===== config.mk =====
export PLATFORM = sky130hd
export DESIGN_NAME = sorted_key_frequency_table
export DESIGN_NICKNAME = d
export VERILOG_FILES = /design/src/skfq_pkg.sv /design/src/skfq_ram.sv /design/src/skfq_div.sv /design/src/sorted_key_frequency_table.sv
export SDC_FILE = /design/constraint.sdc
export NUM_CORES = 2
export LEC_CHECK = 0
export ABC_AREA = 1
export ABC_CLOCK_PERIOD_IN_PS = 9100
export BUFFER_PORTS_ARGS = -buffer_cell sky130_fd_sc_hd__buf_2
export CAP_MARGIN = 20
export CORE_ASPECT_RATIO = 1.75
export CORE_MARGIN = 5
export CORE_UTILIZATION = 45
export CTS_BUF_LIST = sky130_fd_sc_hd__clkbuf_4
export DETAILED_ROUTE_END_ITERATION = 6
export PLACE_DENSITY = 0.61
export SETUP_SLACK_MARGIN = 0.15
export SLEW_MARGIN = 40
export SYNTH_ARGS = -nofsm -noshare
export SYNTH_HDL_FRONTEND = slang
export SYNTH_SLANG_ARGS = --single-unit

===== constraint.sdc =====
create_clock -name clk -period 9.1 [get_ports clk]
set_clock_uncertainty 0.15 [all_clocks]
set_input_delay 0.455 -clock clk [delete_from_list [all_inputs] [get_ports clk]]
set_output_delay 0.455 -clock clk [all_outputs]
set_load 0.03 [all_outputs]

===== src/skfq_pkg.sv =====
// Package: shared types and constants for the sorted key frequency table.
`default_nettype none
package skfq_pkg;

	localparam int KEY_W      = 64;
	localparam int COUNT_W    = 16;
	localparam int FRAC_BITS  = 16;
	localparam int FRAC_W     = FRAC_BITS + 1;
	localparam int DIVIDEND_W = COUNT_W + FRAC_BITS;

	localparam logic [COUNT_W-1:0] COUNT_MAX     = '1;
	localparam logic [15:0]        MAX_PTS_RESET = 16'd1024;

	typedef enum logic [1:0] {
		CMD_ADD   = 2'd0,
		CMD_EMIT  = 2'd1,
		CMD_CLEAR = 2'd2,
		CMD_NONE  = 2'd3
	} cmd_t;

	localparam logic REG_MAX_POINTS = 1'b0;

	typedef struct packed {
		logic [1:0]        cmd;
		logic [KEY_W-1:0]  key;
	} req_t;

	typedef struct packed {
		logic [KEY_W-1:0]  key_out;
		logic [FRAC_W-1:0] fraction;
		logic              end_marker;
		logic              empty_res;
		logic              last;
		logic              full_res;
		logic [15:0]       point_count;
		logic              overflow;
	} rsp_t;

	typedef struct packed {
		logic [KEY_W-1:0]   key;
		logic [COUNT_W-1:0] count;
	} entry_t;

endpackage
`default_nettype wire


===== src/skfq_ram.sv =====
// Generic single-write, single-read synchronous RAM with registered read data.
`default_nettype none
module skfq_ram #(
	parameter int WIDTH = 80,
	parameter int DEPTH = 32,
	parameter int AW    = (DEPTH > 1) ? $clog2(DEPTH) : 1
) (
	input  wire logic             clk,
	input  wire logic             we,
	input  wire logic [AW-1:0]    waddr,
	input  wire logic [WIDTH-1:0] wdata,
	input  wire logic [AW-1:0]    raddr,
	output logic      [WIDTH-1:0] rdata
);

	logic [WIDTH-1:0] mem [DEPTH];

	always_ff @(posedge clk) begin
		if (we) begin
			mem[waddr] <= wdata;
		end
		rdata <= mem[raddr];
	end

endmodule
`default_nettype wire


===== src/skfq_div.sv =====
// Restoring divider: one quotient bit per cycle for the normalized fraction.
`default_nettype none
module skfq_div (
	input  wire logic                             clk,
	input  wire logic                             arst_n,
	input  wire logic                             start,
	input  wire logic [skfq_pkg::DIVIDEND_W-1:0]  dividend,
	input  wire logic [skfq_pkg::COUNT_W-1:0]     divisor,
	output logic                                  done,
	output logic      [skfq_pkg::DIVIDEND_W-1:0]  quotient
);

	localparam int NW = skfq_pkg::DIVIDEND_W;
	localparam int DW = skfq_pkg::COUNT_W;
	localparam int CNT_W = $clog2(NW + 1);

	logic [DW-1:0]    rem_q;
	logic [NW-1:0]    quo_q;
	logic [DW-1:0]    div_q;
	logic [CNT_W-1:0] cnt_q;
	logic             busy_q;
	logic             done_q;
	logic [DW:0]      trial;
	logic [DW:0]      diff;
	logic             take;

	assign trial = {rem_q, quo_q[NW-1]};
	assign diff  = trial - {1'b0, div_q};
	assign take  = (trial >= {1'b0, div_q});

	always_ff @(posedge clk or negedge arst_n) begin
		if (!arst_n) begin
			busy_q <= 1'b0;
			done_q <= 1'b0;
			cnt_q  <= '0;
		end else begin
			done_q <= 1'b0;
			if (start) begin
				busy_q <= 1'b1;
				cnt_q  <= CNT_W'(NW);
			end else if (busy_q) begin
				cnt_q <= cnt_q - 1'b1;
				if (cnt_q == CNT_W'(1)) begin
					busy_q <= 1'b0;
					done_q <= 1'b1;
				end
			end
		end
	end

	always_ff @(posedge clk) begin
		if (start) begin
			rem_q <= '0;
			quo_q <= dividend;
			div_q <= divisor;
		end else if (busy_q) begin
			rem_q <= take ? diff[DW-1:0] : trial[DW-1:0];
			quo_q <= {quo_q[NW-2:0], take};
		end
	end

	assign done     = done_q;
	assign quotient = quo_q;

	property p_no_restart;
		@(posedge clk) disable iff (!arst_n) busy_q |-> !start;
	endproperty
	a_no_restart: assert property (p_no_restart) else $error("divider restarted while busy");

	property p_done_ends_busy;
		@(posedge clk) disable iff (!arst_n) done_q |-> !busy_q && $past(busy_q);
	endproperty
	a_done_ends_busy: assert property (p_done_ends_busy) else $error("done without busy run");

	property p_count_bounded;
		@(posedge clk) disable iff (!arst_n) cnt_q <= CNT_W'(NW);
	endproperty
	a_count_bounded: assert property (p_count_bounded) else $error("step count out of range");

endmodule
`default_nettype wire


===== src/sorted_key_frequency_table.sv =====
// Top level: sorted key frequency table with a sequencer over one entry RAM.
// The table keeps up to TABLE_DEPTH distinct 64-bit keys in ascending order in
// one synchronous RAM (one write port, one registered read port). An add word
// searches upward from entry 0, reading and then comparing each entry visited;
// a hit raises the count in place (saturating at 65535), a new key shifts every
// larger entry up one slot (a read of the entry below, then a write) and is
// written at its place with count 1; if the table is already full the key is
// dropped and overflow is set, but the point still counts toward the total. An
// emit word reads each entry in turn and divides count * 2^16 by the total in
// a one-bit-per-cycle divider, giving one result word per entry, then one
// terminator word; an empty table gives a single word with empty_res set. A
// clear word resets the entry count and total as it answers with one status
// word. Command code 3 is taken and ignored. A new request word is taken only
// while the sequencer is idle; one output register holds a finished result
// word, so the next request can enter while the previous result still waits
// for rsp_ready. max_points sits at byte address 0 of the APB port (reset
// 1024); write it only while the block is idle. No clearing pass is needed
// after reset.
`default_nettype none
module sorted_key_frequency_table #(
	parameter int TABLE_DEPTH = 32
) (
	input  wire logic              clk,
	input  wire logic              arst_n,
	// request channel
	input  wire logic              req_valid,
	output logic                   req_ready,
	input  wire skfq_pkg::req_t    req,
	// result channel
	output logic                   rsp_valid,
	input  wire logic              rsp_ready,
	output skfq_pkg::rsp_t         rsp,
	// configuration
	input  wire logic              psel,
	input  wire logic              penable,
	input  wire logic              pwrite,
	input  wire logic [2:0]        paddr,
	input  wire logic [31:0]       pwdata,
	output logic      [31:0]       prdata,
	output logic                   pready
);

	localparam int AW = (TABLE_DEPTH > 1) ? $clog2(TABLE_DEPTH) : 1;
	localparam int CW = $clog2(TABLE_DEPTH + 1);
	localparam logic [CW-1:0] DEPTH_C = CW'(TABLE_DEPTH);
	localparam int EW = $bits(skfq_pkg::entry_t);

	typedef enum logic [13:0] {
		ST_IDLE = 14'b00000000000001,
		ST_ARD  = 14'b00000000000010,
		ST_ACMP = 14'b00000000000100,
		ST_SRD  = 14'b00000000001000,
		ST_SWR  = 14'b00000000010000,
		ST_INS  = 14'b00000000100000,
		ST_ARSP = 14'b00000001000000,
		ST_ERD  = 14'b00000010000000,
		ST_ELD  = 14'b00000100000000,
		ST_EDIV = 14'b00001000000000,
		ST_EOUT = 14'b00010000000000,
		ST_EEND = 14'b00100000000000,
		ST_EEMP = 14'b01000000000000,
		ST_CRSP = 14'b10000000000000
	} state_t;

	state_t                          state_q;
	logic [CW-1:0]                   used_q;
	logic [15:0]                     total_q;
	logic [15:0]                     max_q;
	logic [CW-1:0]                   idx_q;
	logic [CW-1:0]                   pos_q;
	logic [skfq_pkg::KEY_W-1:0]      key_q;
	logic                            ovf_q;
	skfq_pkg::rsp_t                  rsp_q;
	logic                            rsp_valid_q;

	// RAM side
	logic                            ram_we;
	logic [AW-1:0]                   ram_waddr;
	skfq_pkg::entry_t                ram_wdata;
	logic [AW-1:0]                   ram_raddr;
	logic [EW-1:0]                   ram_rdata_raw;
	skfq_pkg::entry_t                ram_rdata;

	// divider side
	logic                            div_start;
	logic                            div_done;
	logic [skfq_pkg::DIVIDEND_W-1:0] div_q;

	logic [CW-1:0]                   idx_m1;
	logic [CW-1:0]                   idx_p1;
	logic [15:0]                     total_nx;
	logic [skfq_pkg::COUNT_W-1:0]    count_inc;
	logic                            slot_free;
	logic                            push;
	logic                            key_hit;
	logic                            key_above;
	logic                            cfg_wr;

	assign idx_m1    = idx_q - 1'b1;
	assign idx_p1    = idx_q + 1'b1;
	assign total_nx  = (total_q == 16'hFFFF) ? total_q : total_q + 1'b1;
	assign count_inc = (ram_rdata.count == skfq_pkg::COUNT_MAX) ?
	                   ram_rdata.count : ram_rdata.count + 1'b1;
	assign ram_rdata = skfq_pkg::entry_t'(ram_rdata_raw);
	assign key_hit   = (ram_rdata.key == key_q);
	assign key_above = (ram_rdata.key > key_q);
	assign slot_free = !rsp_valid_q || rsp_ready;
	assign push      = slot_free && (state_q == ST_ARSP || state_q == ST_EOUT ||
	                   state_q == ST_EEND || state_q == ST_EEMP || state_q == ST_CRSP);

	assign req_ready = (state_q == ST_IDLE);
	assign rsp_valid = rsp_valid_q;
	assign rsp       = rsp_q;

	// APB: single register, always ready
	assign pready = 1'b1;
	assign cfg_wr = psel && penable && pwrite;
	assign prdata = (paddr[2] == skfq_pkg::REG_MAX_POINTS) ? {16'd0, max_q} : 32'd0;

	// RAM port steering: shift reads fetch the entry just below the slot being filled
	always_comb begin
		ram_raddr = (state_q == ST_SRD) ? idx_m1[AW-1:0] : idx_q[AW-1:0];
		ram_we    = 1'b0;
		ram_waddr = idx_q[AW-1:0];
		ram_wdata = ram_rdata;
		case (state_q)
			ST_ACMP: begin
				ram_we    = key_hit;
				ram_wdata = '{key: key_q, count: count_inc};
			end
			ST_SWR: begin
				ram_we = 1'b1;
			end
			ST_INS: begin
				ram_we    = 1'b1;
				ram_waddr = pos_q[AW-1:0];
				ram_wdata = '{key: key_q, count: skfq_pkg::COUNT_W'(1)};
			end
			default: begin
				ram_we = 1'b0;
			end
		endcase
	end

	assign div_start = (state_q == ST_ELD);

	skfq_ram #(
		.WIDTH (EW),
		.DEPTH (TABLE_DEPTH),
		.AW    (AW)
	) u_ram (
		.clk   (clk),
		.we    (ram_we),
		.waddr (ram_waddr),
		.wdata (ram_wdata),
		.raddr (ram_raddr),
		.rdata (ram_rdata_raw)
	);

	skfq_div u_div (
		.clk      (clk),
		.arst_n   (arst_n),
		.start    (div_start),
		.dividend ({ram_rdata.count, skfq_pkg::FRAC_BITS'(0)}),
		.divisor  (total_q),
		.done     (div_done),
		.quotient (div_q)
	);

	// configuration register
	always_ff @(posedge clk or negedge arst_n) begin
		if (!arst_n) begin
			max_q <= skfq_pkg::MAX_PTS_RESET;
		end else if (cfg_wr && paddr[2] == skfq_pkg::REG_MAX_POINTS) begin
			max_q <= pwdata[15:0];
		end
	end

	// sequencer
	always_ff @(posedge clk or negedge arst_n) begin
		if (!arst_n) begin
			state_q     <= ST_IDLE;
			used_q      <= '0;
			total_q     <= '0;
			idx_q       <= '0;
			pos_q       <= '0;
			ovf_q       <= 1'b0;
			rsp_valid_q <= 1'b0;
		end else begin
			if (push) begin
				rsp_valid_q <= 1'b1;
			end else if (rsp_ready) begin
				rsp_valid_q <= 1'b0;
			end
			case (state_q)
				ST_IDLE: begin
					if (req_valid) begin
						ovf_q <= 1'b0;
						idx_q <= '0;
						case (skfq_pkg::cmd_t'(req.cmd))
							skfq_pkg::CMD_ADD: begin
								if (used_q == '0) begin
									pos_q   <= '0;
									state_q <= ST_INS;
								end else begin
									state_q <= ST_ARD;
								end
							end
							skfq_pkg::CMD_EMIT: begin
								state_q <= (used_q == '0) ? ST_EEMP : ST_ERD;
							end
							skfq_pkg::CMD_CLEAR: begin
								state_q <= ST_CRSP;
							end
							default: begin
								state_q <= ST_IDLE;
							end
						endcase
					end
				end
				ST_ARD: begin
					state_q <= ST_ACMP;
				end
				ST_ACMP: begin
					if (key_hit) begin
						state_q <= ST_ARSP;
					end else if (key_above) begin
						pos_q <= idx_q;
						if (used_q == DEPTH_C) begin
							ovf_q   <= 1'b1;
							state_q <= ST_ARSP;
						end else begin
							idx_q   <= used_q;
							state_q <= ST_SRD;
						end
					end else if (idx_p1 == used_q) begin
						pos_q <= used_q;
						if (used_q == DEPTH_C) begin
							ovf_q   <= 1'b1;
							state_q <= ST_ARSP;
						end else begin
							state_q <= ST_INS;
						end
					end else begin
						idx_q   <= idx_p1;
						state_q <= ST_ARD;
					end
				end
				ST_SRD: begin
					state_q <= ST_SWR;
				end
				ST_SWR: begin
					// entry idx-1 now sits at idx; step down
					idx_q   <= idx_m1;
					state_q <= (idx_m1 == pos_q) ? ST_INS : ST_SRD;
				end
				ST_INS: begin
					used_q  <= used_q + 1'b1;
					state_q <= ST_ARSP;
				end
				ST_ARSP: begin
					if (slot_free) begin
						total_q <= total_nx;
						state_q <= ST_IDLE;
					end
				end
				ST_ERD: begin
					state_q <= ST_ELD;
				end
				ST_ELD: begin
					state_q <= ST_EDIV;
				end
				ST_EDIV: begin
					if (div_done) begin
						state_q <= ST_EOUT;
					end
				end
				ST_EOUT: begin
					if (slot_free) begin
						idx_q   <= idx_p1;
						state_q <= (idx_p1 == used_q) ? ST_EEND : ST_ERD;
					end
				end
				ST_EEND, ST_EEMP: begin
					if (slot_free) begin
						state_q <= ST_IDLE;
					end
				end
				ST_CRSP: begin
					if (slot_free) begin
						used_q  <= '0;
						total_q <= '0;
						state_q <= ST_IDLE;
					end
				end
				default: begin
					state_q <= ST_IDLE;
				end
			endcase
		end
	end

	// payload: capture the key on accept and on each entry load
	always_ff @(posedge clk) begin
		if (state_q == ST_IDLE && req_valid) begin
			key_q <= req.key;
		end else if (state_q == ST_ELD) begin
			key_q <= ram_rdata.key;
		end
	end

	// result word builder
	always_ff @(posedge clk) begin
		if (push) begin
			rsp_q.key_out     <= '0;
			rsp_q.fraction    <= '0;
			rsp_q.end_marker  <= 1'b0;
			rsp_q.empty_res   <= 1'b0;
			rsp_q.last        <= 1'b1;
			rsp_q.full_res    <= (total_q >= max_q);
			rsp_q.point_count <= total_q;
			rsp_q.overflow    <= 1'b0;
			case (state_q)
				ST_ARSP: begin
					rsp_q.key_out     <= key_q;
					rsp_q.full_res    <= (total_nx >= max_q);
					rsp_q.point_count <= total_nx;
					rsp_q.overflow    <= ovf_q;
				end
				ST_EOUT: begin
					rsp_q.key_out  <= key_q;
					rsp_q.fraction <= (total_q == '0) ? '0 : div_q[skfq_pkg::FRAC_W-1:0];
					rsp_q.last     <= 1'b0;
				end
				ST_EEND: begin
					rsp_q.end_marker <= 1'b1;
				end
				ST_EEMP: begin
					rsp_q.empty_res <= 1'b1;
				end
				ST_CRSP: begin
					rsp_q.full_res    <= (max_q == '0);
					rsp_q.point_count <= '0;
				end
				default: begin
					rsp_q.last <= 1'b1;
				end
			endcase
		end
	end

	property p_used_bounded;
		@(posedge clk) disable iff (!arst_n) used_q <= DEPTH_C;
	endproperty
	a_used_bounded: assert property (p_used_bounded) else $error("entry count past depth");

	property p_no_write_idle;
		@(posedge clk) disable iff (!arst_n) (state_q == ST_IDLE) |-> !ram_we;
	endproperty
	a_no_write_idle: assert property (p_no_write_idle) else $error("RAM written while idle");

	property p_clear_empties;
		@(posedge clk) disable iff (!arst_n)
			(state_q == ST_CRSP && slot_free) |=> (used_q == '0 && total_q == '0);
	endproperty
	a_clear_empties: assert property (p_clear_empties) else $error("clear left entries");

	property p_push_needs_slot;
		@(posedge clk) disable iff (!arst_n) (rsp_valid_q && !rsp_ready) |-> !push;
	endproperty
	a_push_needs_slot: assert property (p_push_needs_slot) else $error("result overwritten");

endmodule
`default_nettype wire

==> impl_results.md <==
* Status: completed
* # IOs at 245
* Syn Inst Count at 10200
* Number of global-route vias before repair at 84300
* RSZ-0062 raised after global routing: no
* Slowest stage cell, crit path: buf_4
* Count leader, synth: edfxtp_1
* Met2 wire length at 182000 um
* Die height at 696 um
* Synth top cells by count: edfxtp_1 (2758), nand2_1 (2745), nand3_1 (2257)
* Synth cell types at 61
* Cell area after synthesis at 121000 um^2
* Post_cts resized at 0
* CTS buffer count at 659
* Post-Route WL at 363000 um
* DIE WIDTH at 402 um
* Grt total ovfl at 0
* Worst r2r src: key_q[11]
* Post-synthesis register bit count at 2944
* Number of port buffers at 209
* Via Count at 84900
* Clock root cell: clkbuf_4
* Final ANT Viol Nets at 0
* Post-synth top flop: edfxtp_1
* H-tree Lvls at 6
* Hold Fails Final Rpt at 0
* Pwr dens at 232 nW/um^2
* Top cells by area, synth: edfxtp_1 (68%), nand3_1 (9.3%), nand2_1 (8.5%), buf_2 (1.9%), dfxtp_1 (1.9%)
* Max stage delay on crit path at 0.70 ns
* Num rows at 251
* Worst slew pin tran at 0.927 ns
* Skew-Pair Late Insertion Delay at 1.41 ns
* Post-synth EDFFs at 2758
* CTS Hold Bufs at 236
* Pre-CTS setup slack at 3.37 ns
* DR iter-0 viols at 8338
* Worst R2R End: u_ram.mem[9][34]
* CP Cell Sequence: inv_1 > ha_1 > nand2_1 > inv_1 > nand3_1 > nor2_1 > inv_1 > nor3b_1 > nand2_2 > nor2_1 > nor2_1 > nand2_1 > o21ai_0 > inv_1 > nand2_1 > nor2_4 > buf_4 > buf_4
* Clk slew on worst S/H paths at 0.08 ns
* CTS tree: yes
* Setup TNS at 0 ns
* Final instance area at 137000 um^2
* Tcrit/Tclk final at 0.647
* Final nets at 11200
* Vias per cell at 5.66
* Mean cell area of the mapped netlist at 11.8 um^2
* Buf/Inv on CP at 6
* Gr usage total at 0.252
* Ys Warns at 0
* R2R depth at 18
* Cell Count, Final, Fillers Out at 15000
* Max Slew Vio Count at 0
* CP Capture Type: flip-flop
* Crit Path Max Fanout at 31
* Maximum VDD drop at 0.000149 V
* Clock Path Buffers at 4
* Worst Path Required at 9.83 ns
* Core area at 267000 um^2
* Clock sink count at 2944
* Highest metal used: met5
* Seq/Total Area, Yosys at 0.719
* Yosys top cell by area: edfxtp_1
* Residual DRC at 0
* Layout Utilization at 0.514
* GPL Wtd Cong at 0.868
* FFs w/ async S/R, synth at 0.0251
* First-pass GRT wire length at 532000 um
* Crit path max-delay family: simple AND/OR/NAND/NOR gates
* Max Cap Viol at 0
* WL met3 at 28800 um
* Metal-1 WL at 135000 um
* Wire per inst at 24.2 um
* Initial DRT Pass Iterations at 6
* Placed inst area at 127000 um^2
* Critical path class: reg2reg
* Fin crit period at 5.89 ns
* Critical Path AT at 6.62 ns
* Slew HR at 0.382
* Maximum number of pins on one net before global-route repair at 193
* Final setup violation count at 0
* CP dominant cell by count: inv_1
* Worst reg-to-reg setup slack at 3.21 ns
* Final WS setup at 3.21 ns
* Post-DP HPWL at 190000 um
* Initial antenna violation count at 21
* Initial core utilization at 0.453
* Post-Place Cells at 13600
* Post-CTS Repair Setup Buffers at 0
* Layout cell share with drive strength beyond 1 at 0.147
* Yosys top cell area share at 0.685
* Fmax at 170 MHz
* Hold Crit Class: in2async
* Die area at 280000 um^2
* Layout area overhead at 13.7%
* Crit start category: flip-flop
* Leakage at 50.3 nW
==> cells in the final DEF, fill, tap and decap left out, types with 71 or more instances in the layout <==
cell type,synthesis,layout
clkbuf_4,0,986
clkinv_1,4,126
buf_2,448,209
inv_1,284,283
nor2_1,409,373
dfxtp_1,112,112
o22ai_1,136,135
nand2_1,2745,2743
dfrtp_1,72,71
a21oi_1,109,104
buf_4,38,139
edfxtp_1,2758,2758
o21ai_0,282,213
ha_1,121,121
dlygate4sd3_1,0,236
nand3_1,2257,2257
==> where the power goes <==
group | total (mW) | internal, mW | switching, mW
clock network | 10.4 | 5.33 | 5.11
logic | 5.28 | 1.50 | 3.78
registers | 16.2 | 15.9 | 0.298
total | 31.9 | 22.7 | 9.19
==> worst reg2reg max path: stages (launching register included) <==
cell,delay [ns]
edfxtp_1,0.32
inv_1,0.06
ha_1,0.30
nand2_1,0.05
inv_1,0.07
nand3_1,0.23
nor2_1,0.45
inv_1,0.13
nor3b_1,0.59
nand2_2,0.31
nor2_1,0.22
nor2_1,0.09
nand2_1,0.19
o21ai_0,0.16
inv_1,0.09
nand2_1,0.43
nor2_4,0.23
buf_4,0.56
buf_4,0.76
==> worst max path at each step <==
stage	startpoint	endpoint	slack (ns)	depth (start not counted)
floorplan	state_q[3]	rsp[0]	2.61	11
global placement	key_q[11]	u_ram.mem[1][40]	3.21	17
detailed placement	key_q[27]	u_ram.mem[9][47]	3.37	18
CTS	key_q[11]	u_ram.mem[9][35]	3.29	18
global route	key_q[11]	u_ram.mem[9][41]	3.03	18
finish	key_q[11]	u_ram.mem[9][34]	3.21	18
==> cell type report <==
cell class	instances	area, um^2
diodes	8	20.0
multi-input cells	6375	30600
clock inverters	181	1100
flip-flops and latches	2944	86900
inverters	302	1200
clock buffers	986	7400
fillers	23000	130000
well taps	3542	4430
repair buffers	661	5830
==> metal layers <==
layer | track usage | vias to the layer above
met5 | 0 | -
met4 | 0.121 | 8
met3 | 0.0401 | 898
met2 | 0.438 | 4129
met1 | 0.307 | 41700
li1 | - | 38200
==> registers in the layout, indices dropped and copies added (netlist names), 6 cells and up <==
name and cells:
u_div.cnt_q 6, idx_q 6, u_div.div_q 16, state_q 14
max_q 16, u_div.quotient 32, total_q 16, used_q 6
key_q 64, rsp 102, u_div.rem_q 16, u_ram.mem 2560
u_ram.rdata 80, pos_q 6
==> per-stage QoR <==
step	hold slack [ns]	power [mW]
finish	0.0494	31.9
global route	0.00433	33.3
CTS	0.0192	32.1
detailed placement	0.216	21.5
global placement	0.213	21.4
floorplan	0.00941	19.7
==> cells by family after synthesis <==
group           synth area share
compound gates            0.0274
xor+xnor                 0.00246
fa+ha+maj                 0.0127
buf+inv                   0.0346
flops                      0.719
mux                      0.00628
other cells            0.0000621
simple gates               0.198
(Power assumes the default switching activity.)
